File: src/ubx_fp_pkg.sv
// ----------------------------------------------------------------------------
// ubx_fp_pkg
// Shared constants and types of the UBX frame parser with end-of-epoch gate.
// ----------------------------------------------------------------------------
package ubx_fp_pkg;

	localparam int unsigned MAX_PAYLOAD = 256;
	localparam logic [31:0] AGE_RESET   = 32'd150000;

	localparam logic [1:0] ST_NONE     = 2'd0;
	localparam logic [1:0] ST_GOOD     = 2'd1;
	localparam logic [1:0] ST_CKSUM    = 2'd2;
	localparam logic [1:0] ST_OVERSIZE = 2'd3;

	localparam logic [2:0] KIND_OTHER = 3'd0;
	localparam logic [2:0] KIND_PVT   = 3'd1;
	localparam logic [2:0] KIND_DOP   = 3'd2;
	localparam logic [2:0] KIND_COV   = 3'd3;
	localparam logic [2:0] KIND_EOE   = 3'd4;

	localparam logic [7:0]  CLS_NAV = 8'h01;
	localparam logic [7:0]  ID_PVT  = 8'h07;
	localparam logic [7:0]  ID_DOP  = 8'h04;
	localparam logic [7:0]  ID_COV  = 8'h36;
	localparam logic [7:0]  ID_EOE  = 8'h61;
	localparam logic [15:0] LEN_PVT = 16'd92;
	localparam logic [15:0] LEN_DOP = 16'd18;
	localparam logic [15:0] LEN_COV = 16'd64;
	localparam logic [15:0] LEN_EOE = 16'd4;

	typedef struct packed {
		logic        payload_valid;
		logic [7:0]  payload_byte;
		logic [7:0]  payload_index;
		logic [1:0]  frame_status;
		logic [7:0]  msg_class;
		logic [7:0]  msg_id;
		logic [15:0] msg_length;
	} frame_res_t;

	typedef struct packed {
		logic        good;
		logic [7:0]  cls;
		logic [7:0]  id;
		logic [15:0] len;
		logic [31:0] first_word;
	} frame_info_t;

endpackage

File: src/ubx_fp_framer.sv
// ----------------------------------------------------------------------------
// ubx_fp_framer
// Byte-level frame state machine: sync search, header capture, length check,
// Fletcher sums, payload streaming and checksum verdict.
// ----------------------------------------------------------------------------
module ubx_fp_framer #(
	parameter int unsigned MAX_PAYLOAD = ubx_fp_pkg::MAX_PAYLOAD
) (
	input  logic                   clk,
	input  logic                   arst_n,
	input  logic                   step,
	input  logic [7:0]             rx_byte,
	output ubx_fp_pkg::frame_res_t res,
	output ubx_fp_pkg::frame_info_t info
);

	localparam logic [3:0] PH_SYNC1   = 4'd0;
	localparam logic [3:0] PH_SYNC2   = 4'd1;
	localparam logic [3:0] PH_CLASS   = 4'd2;
	localparam logic [3:0] PH_ID      = 4'd3;
	localparam logic [3:0] PH_LENL    = 4'd4;
	localparam logic [3:0] PH_LENH    = 4'd5;
	localparam logic [3:0] PH_PAYLOAD = 4'd6;
	localparam logic [3:0] PH_CKA     = 4'd7;
	localparam logic [3:0] PH_CKB     = 4'd8;

	localparam logic [7:0]  SYNC_A  = 8'hB5;
	localparam logic [7:0]  SYNC_B  = 8'h62;
	localparam logic [16:0] MAX_LEN = 17'(MAX_PAYLOAD);

	logic [3:0]  phase_q, phase_n;
	logic [7:0]  cls_q, cls_n;
	logic [7:0]  id_q, id_n;
	logic [15:0] len_q, len_n;
	logic [15:0] cnt_q, cnt_n;
	logic [7:0]  sa_q, sa_n;
	logic [7:0]  sb_q, sb_n;
	logic [31:0] fw_q, fw_n;
	logic [7:0]  sa_add, sb_add;
	logic [15:0] cnt_inc;

	assign sa_add  = sa_q + rx_byte;
	assign sb_add  = sb_q + sa_add;
	assign cnt_inc = cnt_q + 16'd1;

	always_comb begin
		phase_n = phase_q;
		cls_n   = cls_q;
		id_n    = id_q;
		len_n   = len_q;
		cnt_n   = cnt_q;
		sa_n    = sa_q;
		sb_n    = sb_q;
		fw_n    = fw_q;
		res.payload_valid = 1'b0;
		res.payload_byte  = 8'd0;
		res.payload_index = 8'd0;
		res.frame_status  = ubx_fp_pkg::ST_NONE;
		info.good = 1'b0;
		case (phase_q)
			PH_SYNC2: begin
				if (rx_byte == SYNC_B) begin
					phase_n = PH_CLASS;
				end else if (rx_byte != SYNC_A) begin
					phase_n = PH_SYNC1;
				end
			end
			PH_CLASS: begin
				cls_n   = rx_byte;
				sa_n    = rx_byte;
				sb_n    = rx_byte;
				fw_n    = 32'd0;
				phase_n = PH_ID;
			end
			PH_ID: begin
				id_n    = rx_byte;
				sa_n    = sa_add;
				sb_n    = sb_add;
				phase_n = PH_LENL;
			end
			PH_LENL: begin
				len_n   = {8'd0, rx_byte};
				sa_n    = sa_add;
				sb_n    = sb_add;
				phase_n = PH_LENH;
			end
			PH_LENH: begin
				len_n = {rx_byte, len_q[7:0]};
				sa_n  = sa_add;
				sb_n  = sb_add;
				cnt_n = 16'd0;
				if ({1'b0, len_n} > MAX_LEN) begin
					res.frame_status = ubx_fp_pkg::ST_OVERSIZE;
					phase_n = PH_SYNC1;
				end else if (len_n == 16'd0) begin
					phase_n = PH_CKA;
				end else begin
					phase_n = PH_PAYLOAD;
				end
			end
			PH_PAYLOAD: begin
				res.payload_valid = 1'b1;
				res.payload_byte  = rx_byte;
				res.payload_index = cnt_q[7:0];
				if (cnt_q < 16'd4) begin
					case (cnt_q[1:0])
						2'd0:    fw_n[7:0]   = rx_byte;
						2'd1:    fw_n[15:8]  = rx_byte;
						2'd2:    fw_n[23:16] = rx_byte;
						default: fw_n[31:24] = rx_byte;
					endcase
				end
				sa_n  = sa_add;
				sb_n  = sb_add;
				cnt_n = cnt_inc;
				if (cnt_inc >= len_q) begin
					phase_n = PH_CKA;
				end
			end
			PH_CKA: begin
				if (rx_byte == sa_q) begin
					phase_n = PH_CKB;
				end else begin
					res.frame_status = ubx_fp_pkg::ST_CKSUM;
					phase_n = PH_SYNC1;
				end
			end
			PH_CKB: begin
				phase_n = PH_SYNC1;
				if (rx_byte != sb_q) begin
					res.frame_status = ubx_fp_pkg::ST_CKSUM;
				end else begin
					res.frame_status = ubx_fp_pkg::ST_GOOD;
					info.good = 1'b1;
				end
			end
			default: begin
				phase_n = (rx_byte == SYNC_A) ? PH_SYNC2 : PH_SYNC1;
			end
		endcase
		res.msg_class  = cls_n;
		res.msg_id     = id_n;
		res.msg_length = len_n;
		info.cls        = cls_q;
		info.id         = id_q;
		info.len        = len_q;
		info.first_word = fw_q;
	end

	always_ff @(posedge clk or negedge arst_n) begin
		if (!arst_n) begin
			phase_q <= PH_SYNC1;
			cls_q   <= 8'd0;
			id_q    <= 8'd0;
			len_q   <= 16'd0;
			cnt_q   <= 16'd0;
			sa_q    <= 8'd0;
			sb_q    <= 8'd0;
			fw_q    <= 32'd0;
		end else if (step) begin
			phase_q <= phase_n;
			cls_q   <= cls_n;
			id_q    <= id_n;
			len_q   <= len_n;
			cnt_q   <= cnt_n;
			sa_q    <= sa_n;
			sb_q    <= sb_n;
			fw_q    <= fw_n;
		end
	end

`ifndef SYNTHESIS
	a_good_from_ckb: assert property (@(posedge clk) disable iff (!arst_n)
		step && res.frame_status == ubx_fp_pkg::ST_GOOD |-> phase_q == PH_CKB)
		else $error("Good frame reported outside the second checksum byte.");

	a_payload_clean: assert property (@(posedge clk) disable iff (!arst_n)
		step && res.payload_valid |->
			phase_q == PH_PAYLOAD && res.frame_status == ubx_fp_pkg::ST_NONE)
		else $error("Payload beat outside the payload phase.");

	a_count_bound: assert property (@(posedge clk) disable iff (!arst_n)
		step && phase_q == PH_PAYLOAD |=> cnt_q <= len_q)
		else $error("Payload count ran past the declared length.");
`endif

endmodule

File: src/ubx_fp_epoch.sv
// ----------------------------------------------------------------------------
// ubx_fp_epoch
// Classifies good NAV frames and gates the end of epoch on a fresh PVT with
// matching iTOW.
// ----------------------------------------------------------------------------
module ubx_fp_epoch (
	input  logic                    clk,
	input  logic                    arst_n,
	input  logic                    step,
	input  logic [63:0]             now,
	input  logic [31:0]             max_age,
	input  ubx_fp_pkg::frame_info_t info,
	output logic [2:0]              kind,
	output logic                    publish
);

	logic [31:0] itow_q;
	logic [63:0] pvt_time_q;
	logic        armed_q;
	logic        dop_q;
	logic        cov_q;
	logic [63:0] age;
	logic        fresh;

	assign age   = now - pvt_time_q;
	assign fresh = age < {32'd0, max_age};

	always_comb begin
		kind = ubx_fp_pkg::KIND_OTHER;
		if (info.good && info.cls == ubx_fp_pkg::CLS_NAV) begin
			if (info.id == ubx_fp_pkg::ID_PVT && info.len == ubx_fp_pkg::LEN_PVT) begin
				kind = ubx_fp_pkg::KIND_PVT;
			end else if (info.id == ubx_fp_pkg::ID_DOP && info.len == ubx_fp_pkg::LEN_DOP) begin
				kind = ubx_fp_pkg::KIND_DOP;
			end else if (info.id == ubx_fp_pkg::ID_COV && info.len == ubx_fp_pkg::LEN_COV) begin
				kind = ubx_fp_pkg::KIND_COV;
			end else if (info.id == ubx_fp_pkg::ID_EOE && info.len == ubx_fp_pkg::LEN_EOE) begin
				kind = ubx_fp_pkg::KIND_EOE;
			end
		end
		publish = (kind == ubx_fp_pkg::KIND_EOE) && armed_q
			&& (info.first_word == itow_q) && fresh;
	end

	always_ff @(posedge clk or negedge arst_n) begin
		if (!arst_n) begin
			itow_q     <= 32'd0;
			pvt_time_q <= 64'd0;
			armed_q    <= 1'b0;
			dop_q      <= 1'b0;
			cov_q      <= 1'b0;
		end else if (step) begin
			case (kind)
				ubx_fp_pkg::KIND_PVT: begin
					armed_q    <= 1'b1;
					itow_q     <= info.first_word;
					pvt_time_q <= now;
				end
				ubx_fp_pkg::KIND_DOP: begin
					dop_q <= 1'b1;
				end
				ubx_fp_pkg::KIND_COV: begin
					cov_q <= 1'b1;
				end
				ubx_fp_pkg::KIND_EOE: begin
					armed_q <= 1'b0;
					dop_q   <= 1'b0;
					cov_q   <= 1'b0;
				end
				default: begin
				end
			endcase
		end
	end

`ifndef SYNTHESIS
	a_publish_eoe: assert property (@(posedge clk) disable iff (!arst_n)
		step && publish |-> kind == ubx_fp_pkg::KIND_EOE && armed_q)
		else $error("Epoch published without an armed end of epoch.");

	a_eoe_clears: assert property (@(posedge clk) disable iff (!arst_n)
		step && kind == ubx_fp_pkg::KIND_EOE |=> !armed_q && !dop_q && !cov_q)
		else $error("End of epoch left the gate state set.");

	a_pvt_arms: assert property (@(posedge clk) disable iff (!arst_n)
		step && kind == ubx_fp_pkg::KIND_PVT |=> armed_q && pvt_time_q == $past(now))
		else $error("PVT did not arm the gate with its arrival time.");
`endif

endmodule

File: src/ubx_frame_parser_epoch_gate.sv
// ----------------------------------------------------------------------------
// ubx_frame_parser_epoch_gate
// UBX frame parser with Fletcher checksum and end-of-epoch publish gate.
// ----------------------------------------------------------------------------
// Each received byte gives one result beat. A byte is captured in an input
// register and parsed combinationally into a result register. A new byte can
// be taken every cycle while out_ready holds, so the sustained rate is one
// byte per clock unless the result side stalls. The slowest path is the
// 64-bit age subtraction and compare of the epoch gate. Payload bytes are
// streamed out as they arrive; downstream commits them when frame_status
// reports a good frame. The age limit register is written through the cfg
// channel, which is always ready, and must only be written while idle.
module ubx_frame_parser_epoch_gate #(
	parameter int unsigned MAX_PAYLOAD = ubx_fp_pkg::MAX_PAYLOAD
) (
	input  logic        clk,
	input  logic        arst_n,
	input  logic        cfg_valid,
	output logic        cfg_ready,
	input  logic [31:0] cfg_data,
	input  logic        in_valid,
	output logic        in_ready,
	input  logic [7:0]  rx_byte,
	input  logic [63:0] rx_time_us,
	output logic        out_valid,
	input  logic        out_ready,
	output logic        payload_valid,
	output logic [7:0]  payload_byte,
	output logic [7:0]  payload_index,
	output logic [1:0]  frame_status,
	output logic [2:0]  msg_kind,
	output logic [7:0]  msg_class,
	output logic [7:0]  msg_id,
	output logic [15:0] msg_length,
	output logic        epoch_publish
);

	logic [31:0] max_age_q;
	logic        v_s1;
	logic [7:0]  byte_s1;
	logic [63:0] time_s1;
	logic        v_s2;
	logic        adv;

	ubx_fp_pkg::frame_res_t  fr_res;
	ubx_fp_pkg::frame_info_t fr_info;
	ubx_fp_pkg::frame_res_t  res_s2;
	logic [2:0]              kind;
	logic                    publish;
	logic [2:0]              kind_s2;
	logic                    publish_s2;

	assign cfg_ready = 1'b1;
	assign adv       = v_s1 && (!v_s2 || out_ready);
	assign in_ready  = !v_s1 || adv;

	always_ff @(posedge clk or negedge arst_n) begin
		if (!arst_n) begin
			max_age_q <= ubx_fp_pkg::AGE_RESET;
		end else if (cfg_valid) begin
			max_age_q <= cfg_data;
		end
	end

	always_ff @(posedge clk or negedge arst_n) begin
		if (!arst_n) begin
			v_s1 <= 1'b0;
			v_s2 <= 1'b0;
		end else begin
			if (in_ready) begin
				v_s1 <= in_valid;
			end
			if (adv) begin
				v_s2 <= 1'b1;
			end else if (out_ready) begin
				v_s2 <= 1'b0;
			end
		end
	end

	always_ff @(posedge clk) begin
		if (in_valid && in_ready) begin
			byte_s1 <= rx_byte;
			time_s1 <= rx_time_us;
		end
		if (adv) begin
			res_s2     <= fr_res;
			kind_s2    <= kind;
			publish_s2 <= publish;
		end
	end

	ubx_fp_framer #(
		.MAX_PAYLOAD (MAX_PAYLOAD)
	) u_framer (
		.clk     (clk),
		.arst_n  (arst_n),
		.step    (adv),
		.rx_byte (byte_s1),
		.res     (fr_res),
		.info    (fr_info)
	);

	ubx_fp_epoch u_epoch (
		.clk     (clk),
		.arst_n  (arst_n),
		.step    (adv),
		.now     (time_s1),
		.max_age (max_age_q),
		.info    (fr_info),
		.kind    (kind),
		.publish (publish)
	);

	assign out_valid     = v_s2;
	assign payload_valid = res_s2.payload_valid;
	assign payload_byte  = res_s2.payload_byte;
	assign payload_index = res_s2.payload_index;
	assign frame_status  = res_s2.frame_status;
	assign msg_kind      = kind_s2;
	assign msg_class     = res_s2.msg_class;
	assign msg_id        = res_s2.msg_id;
	assign msg_length    = res_s2.msg_length;
	assign epoch_publish = publish_s2;

endmodule

File: config.mk
export PLATFORM = sky130hd
export DESIGN_NAME = ubx_frame_parser_epoch_gate
export DESIGN_NICKNAME = d
export VERILOG_FILES = /design/src/ubx_fp_pkg.sv /design/src/ubx_fp_framer.sv /design/src/ubx_fp_epoch.sv /design/src/ubx_frame_parser_epoch_gate.sv
export SDC_FILE = /design/constraint.sdc
export NUM_CORES = 1
export LEC_CHECK = 0
export ABC_AREA = 1
export BUFFER_PORTS_ARGS = -buffer_cell sky130_fd_sc_hd__buf_2
export CORE_UTILIZATION = 56
export CTS_CLUSTER_DIAMETER = 80
export DETAILED_ROUTE_END_ITERATION = 6
export PLACE_DENSITY = 0.89
export SYNTH_ARGS = -nofsm -noshare
export SYNTH_HDL_FRONTEND = slang
export SYNTH_HIERARCHICAL = 1
export SYNTH_SLANG_ARGS = --single-unit
File: constraint.sdc
create_clock -name clk -period 5.2 [get_ports clk]
set_input_delay 0 -clock clk [delete_from_list [all_inputs] [get_ports clk]]
set_output_delay 0 -clock clk [all_outputs]
set_load 0.005 [all_outputs]
==> results.cfg <==
[status]
status = finished clean

[floorplanning]
design.portCount = 167
die-area_mm2 = 0.0423
dieHeight_um = 206
core-area_mm2 = 0.0409
start_util_pct = 56.8
die_span_x_um = 206
placementRows = 74

[pwr]
seqPwrFrac_pct = 42.7
share_comb_of_total_power_pct = 14.1
internal-power_uw = 5250
clock_network_fraction_of_total_power_pct = 43.1
power.switching_fraction_pct = 27.4
power.density_mw_per_mm2 = 267
power.ir.vdd_worst_v = 0.000256
power.static_leakage_uw = 0.0140
netSwitchingPower_uw = 1980

[synthesis]
synthArstFlopShare_pct = 64.5
postSynthAreaPerCell_um2 = 7.66
synthMostInstantiatedCell = nand2_1
synth.largest_area_cell = dfrtp_1
synth-edff-count = 127
net_count_of_the_mapped_netlist = 3276
syn_inst = 3035
synth_seq_area_share_pct = 41.3
ys_ff_latch = 358
yosysWarningCount = 6
synth_area_leaders = dfrtp_1 (24%), edfxtp_1 (16%), nand2_1 (16%), inv_1 (9.8%), ha_1 (6.9%)
synth_commonest_cells = nand2_1 (984), inv_1 (609), dfrtp_1 (223), nor2_1 (195), o21ai_0 (145)
syn-cell-area_mm2 = 0.0233
synth.lib_cells_used.distinct = 55
synthDominantCellAreaShare_pct = 24.0
ys.flop_type = dfrtp_1

[cts]
postCtsSetupRepairBufs = 0
cts_made_buffers = 40
path_clk_slew_ns = 0.06
clock-root-buffer = clkbuf_16
cts_resized = 0
cts_htree_levels = 2
number_of_clock_sinks = 358
tritoncts = done
hold_buffers = 110
clk_path_buf_depth = 3
clock_latency_ns = 0.59

[setup_path]
critPathKind = flip-flop to flip-flop
startpoint = time_s1[11]
cp-endpoint = epoch_publish
worstReg2RegEnd = epoch_publish
critical_path.top_delay_family = simple AND/OR/NAND/NOR gates
cp_buf_inv_count = 2
cp.required_ns = 5.62
worstSetupStartpointType = flip-flop
setup.worst_path.end_class = flip-flop
critical_path.reg2reg.startpoint = time_s1[11]
setup.reg_to_reg.worst_slack_ns = 1.51
worstRegToRegCells = 26
crit_path_top_delay_cell = ha_1
cp_num_cells = 26
worst_path_most_repeated_cell = nand2_1
arrival_ns = 4.11
cp_slowest_stage_delay_ns = 0.42
crit_fanout = 4

[cells_and_area]
final_layout_size_suffix_gt1_share_pct = 14.3
fin_nets = 3554
fill_cells = 3332
multi_input_comb_area_mm2 = 0.0110
layout.core_utilization_pct = 66.2
seq_area_mm2 = 0.00960
area.growth.synth_to_final_pct = 16.5

[route]
drt.antenna.violating_nets = 0
vias_per_cell = 5.29
drt_first_pass_iters = 6
routed-via-count = 20500
finalWirelength_um = 65400
drtIter0Drc = 1836
route.detailed.drc = 0
route.detailed.wl_per_inst_um = 16.9

[sta]
setup_ws_ns = 1.51
number_of_setup_violations_in_the_final_report = 0
achievable-frequency_mhz = 271
timing_hold_violations_final = 0
fin_skew_ns = 0.0339
timing.slew.headroom_pct = 19.0
post-route-period-util_pct = 70.9
final_period_minus_worst_setup_slack_ns = 3.69
timing_max_transition_violations_final = 0
rsz0062_at_grt = no
totalNegativeSetupSlack_ns = 0
worst_slew_pin_slew_ns = 1.21

[global_routing]
grt_remaining_overflow = 0
grt_antenna_before_repair = 3
grt.total_usage_pct = 31.3
grt_max_degree = 169
first_global_vias = 20000
grt_pass1_wl_um = 103000

[placed_design]
dp_hpwl_um = 45800
detailedPlace.worstSlack_ns = 1.62
globalplace.congestion = 1.01
port_buffers = 165

[hold_path]
worst_hold_path.num_cells = 2
hold_path_class = input port to flip-flop

[run]
cap_violations = 0
[power groups by stage]
stage / Sequential, uW / Clock [uW] / Combinational, uW
after floorplan: 3130 / 0 / 615
after global placement: 3130 / 0 / 908
after detailed placement: 3140 / 0 / 920
after CTS: 3090 / 3140 / 997
after global routing: 3100 / 3260 / 1140
final: 3090 / 3120 / 1020
[per-layer routing]
layer | wire length, um | GRT usage (%) | vias up
met2 | 31500 | 53.9 | 843
met3 | 4510 | 4.53 | 168
met4 | 2470 | 13.0 | 0
li1 | - | - | 9990
met1 | 26900 | 39.2 | 9506
met5 | 0 | 0 | -
[cell usage in the layout, fill, tap and decap left out, drive strengths merged, types with 48 or more instances in the layout]
| master | synthesis | layout |
|---|---|---|
| nand3 | 102 | 102 |
| a21oi | 77 | 77 |
| buf | 29 | 172 |
| dlygate4sd3 | 0 | 109 |
| nand2 | 1019 | 1019 |
| clkbuf | 16 | 48 |
| mux2 | 71 | 71 |
| inv | 628 | 632 |
| edfxtp | 127 | 127 |
| o21ai | 176 | 176 |
| ha | 129 | 129 |
| dfrtp | 223 | 223 |
| nor2 | 235 | 235 |
| xor2 | 49 | 49 |
[layout make-up]
type | count | share of cell area [%]
clock inverters | 26 | 1.41
well taps | 532 | 2.46
repair buffers | 281 | 7.47
diodes | 3 | 0.0277
inverters | 632 | 8.76
flip-flops and latches | 358 | 35.5
clock buffers | 48 | 3.95
multi-input cells | 2000 | 40.5
[cells by family (layout without fill, tap and decap cells)]
group	Yosys count	after routing	share of synthesized area [%]
adder cells (fa/ha/maj)	132	132	7.20
XOR/XNOR	61	61	2.30
multiplexers	71	71	4.07
buffers and inverters	677	987	11.6
AO/OA/AOI/OAI	295	295	7.27
flip-flops	358	358	41.3
AND/OR/NAND/NOR	1440	1440	26.3
other	1	4	0.0161
[how the worst min path moves through the flow]
stage / slack (ns) / to / from
floorplan: -0.30 / max_age_q[0] / arst_n
global placement: -0.02 / u_epoch/pvt_time_q[11] / arst_n
detailed placement: -0.02 / u_epoch/pvt_time_q[9] / arst_n
CTS: 0.09 / byte_s1[7] / rx_byte[7]
global route: 0.13 / time_s1[60] / rx_time_us[60]
finish: 0.13 / byte_s1[4] / rx_byte[4]
[through the flow]
| stage | cell area (um^2) | instances | power (uW) | hold WS [ns] |
|---|---|---|---|---|
| final | 27100 | 3880 | 7230 | 0.132 |
| after global routing | 27100 | 3880 | 7490 | 0.130 |
| after CTS | 27100 | 3877 | 7220 | 0.0937 |
| after detailed placement | 24500 | 3693 | 4060 | -0.0159 |
| after global placement | 24500 | 3693 | 4040 | -0.0154 |
| after floorplan | 23300 | 3035 | 3740 | -0.296 |
[state kept, by name, summed over array words and instances, names as in the netlist, 16 cells and up]
name                cells
max_age_q              32
msg_length             16
time_s1                64
u_epoch/itow_q         32
u_epoch/pvt_time_q     64
u_framer/cnt_q         16
u_framer/fw_q          32
u_framer/len_q         16
Note: power is estimated with default switching activity, not from simulation.
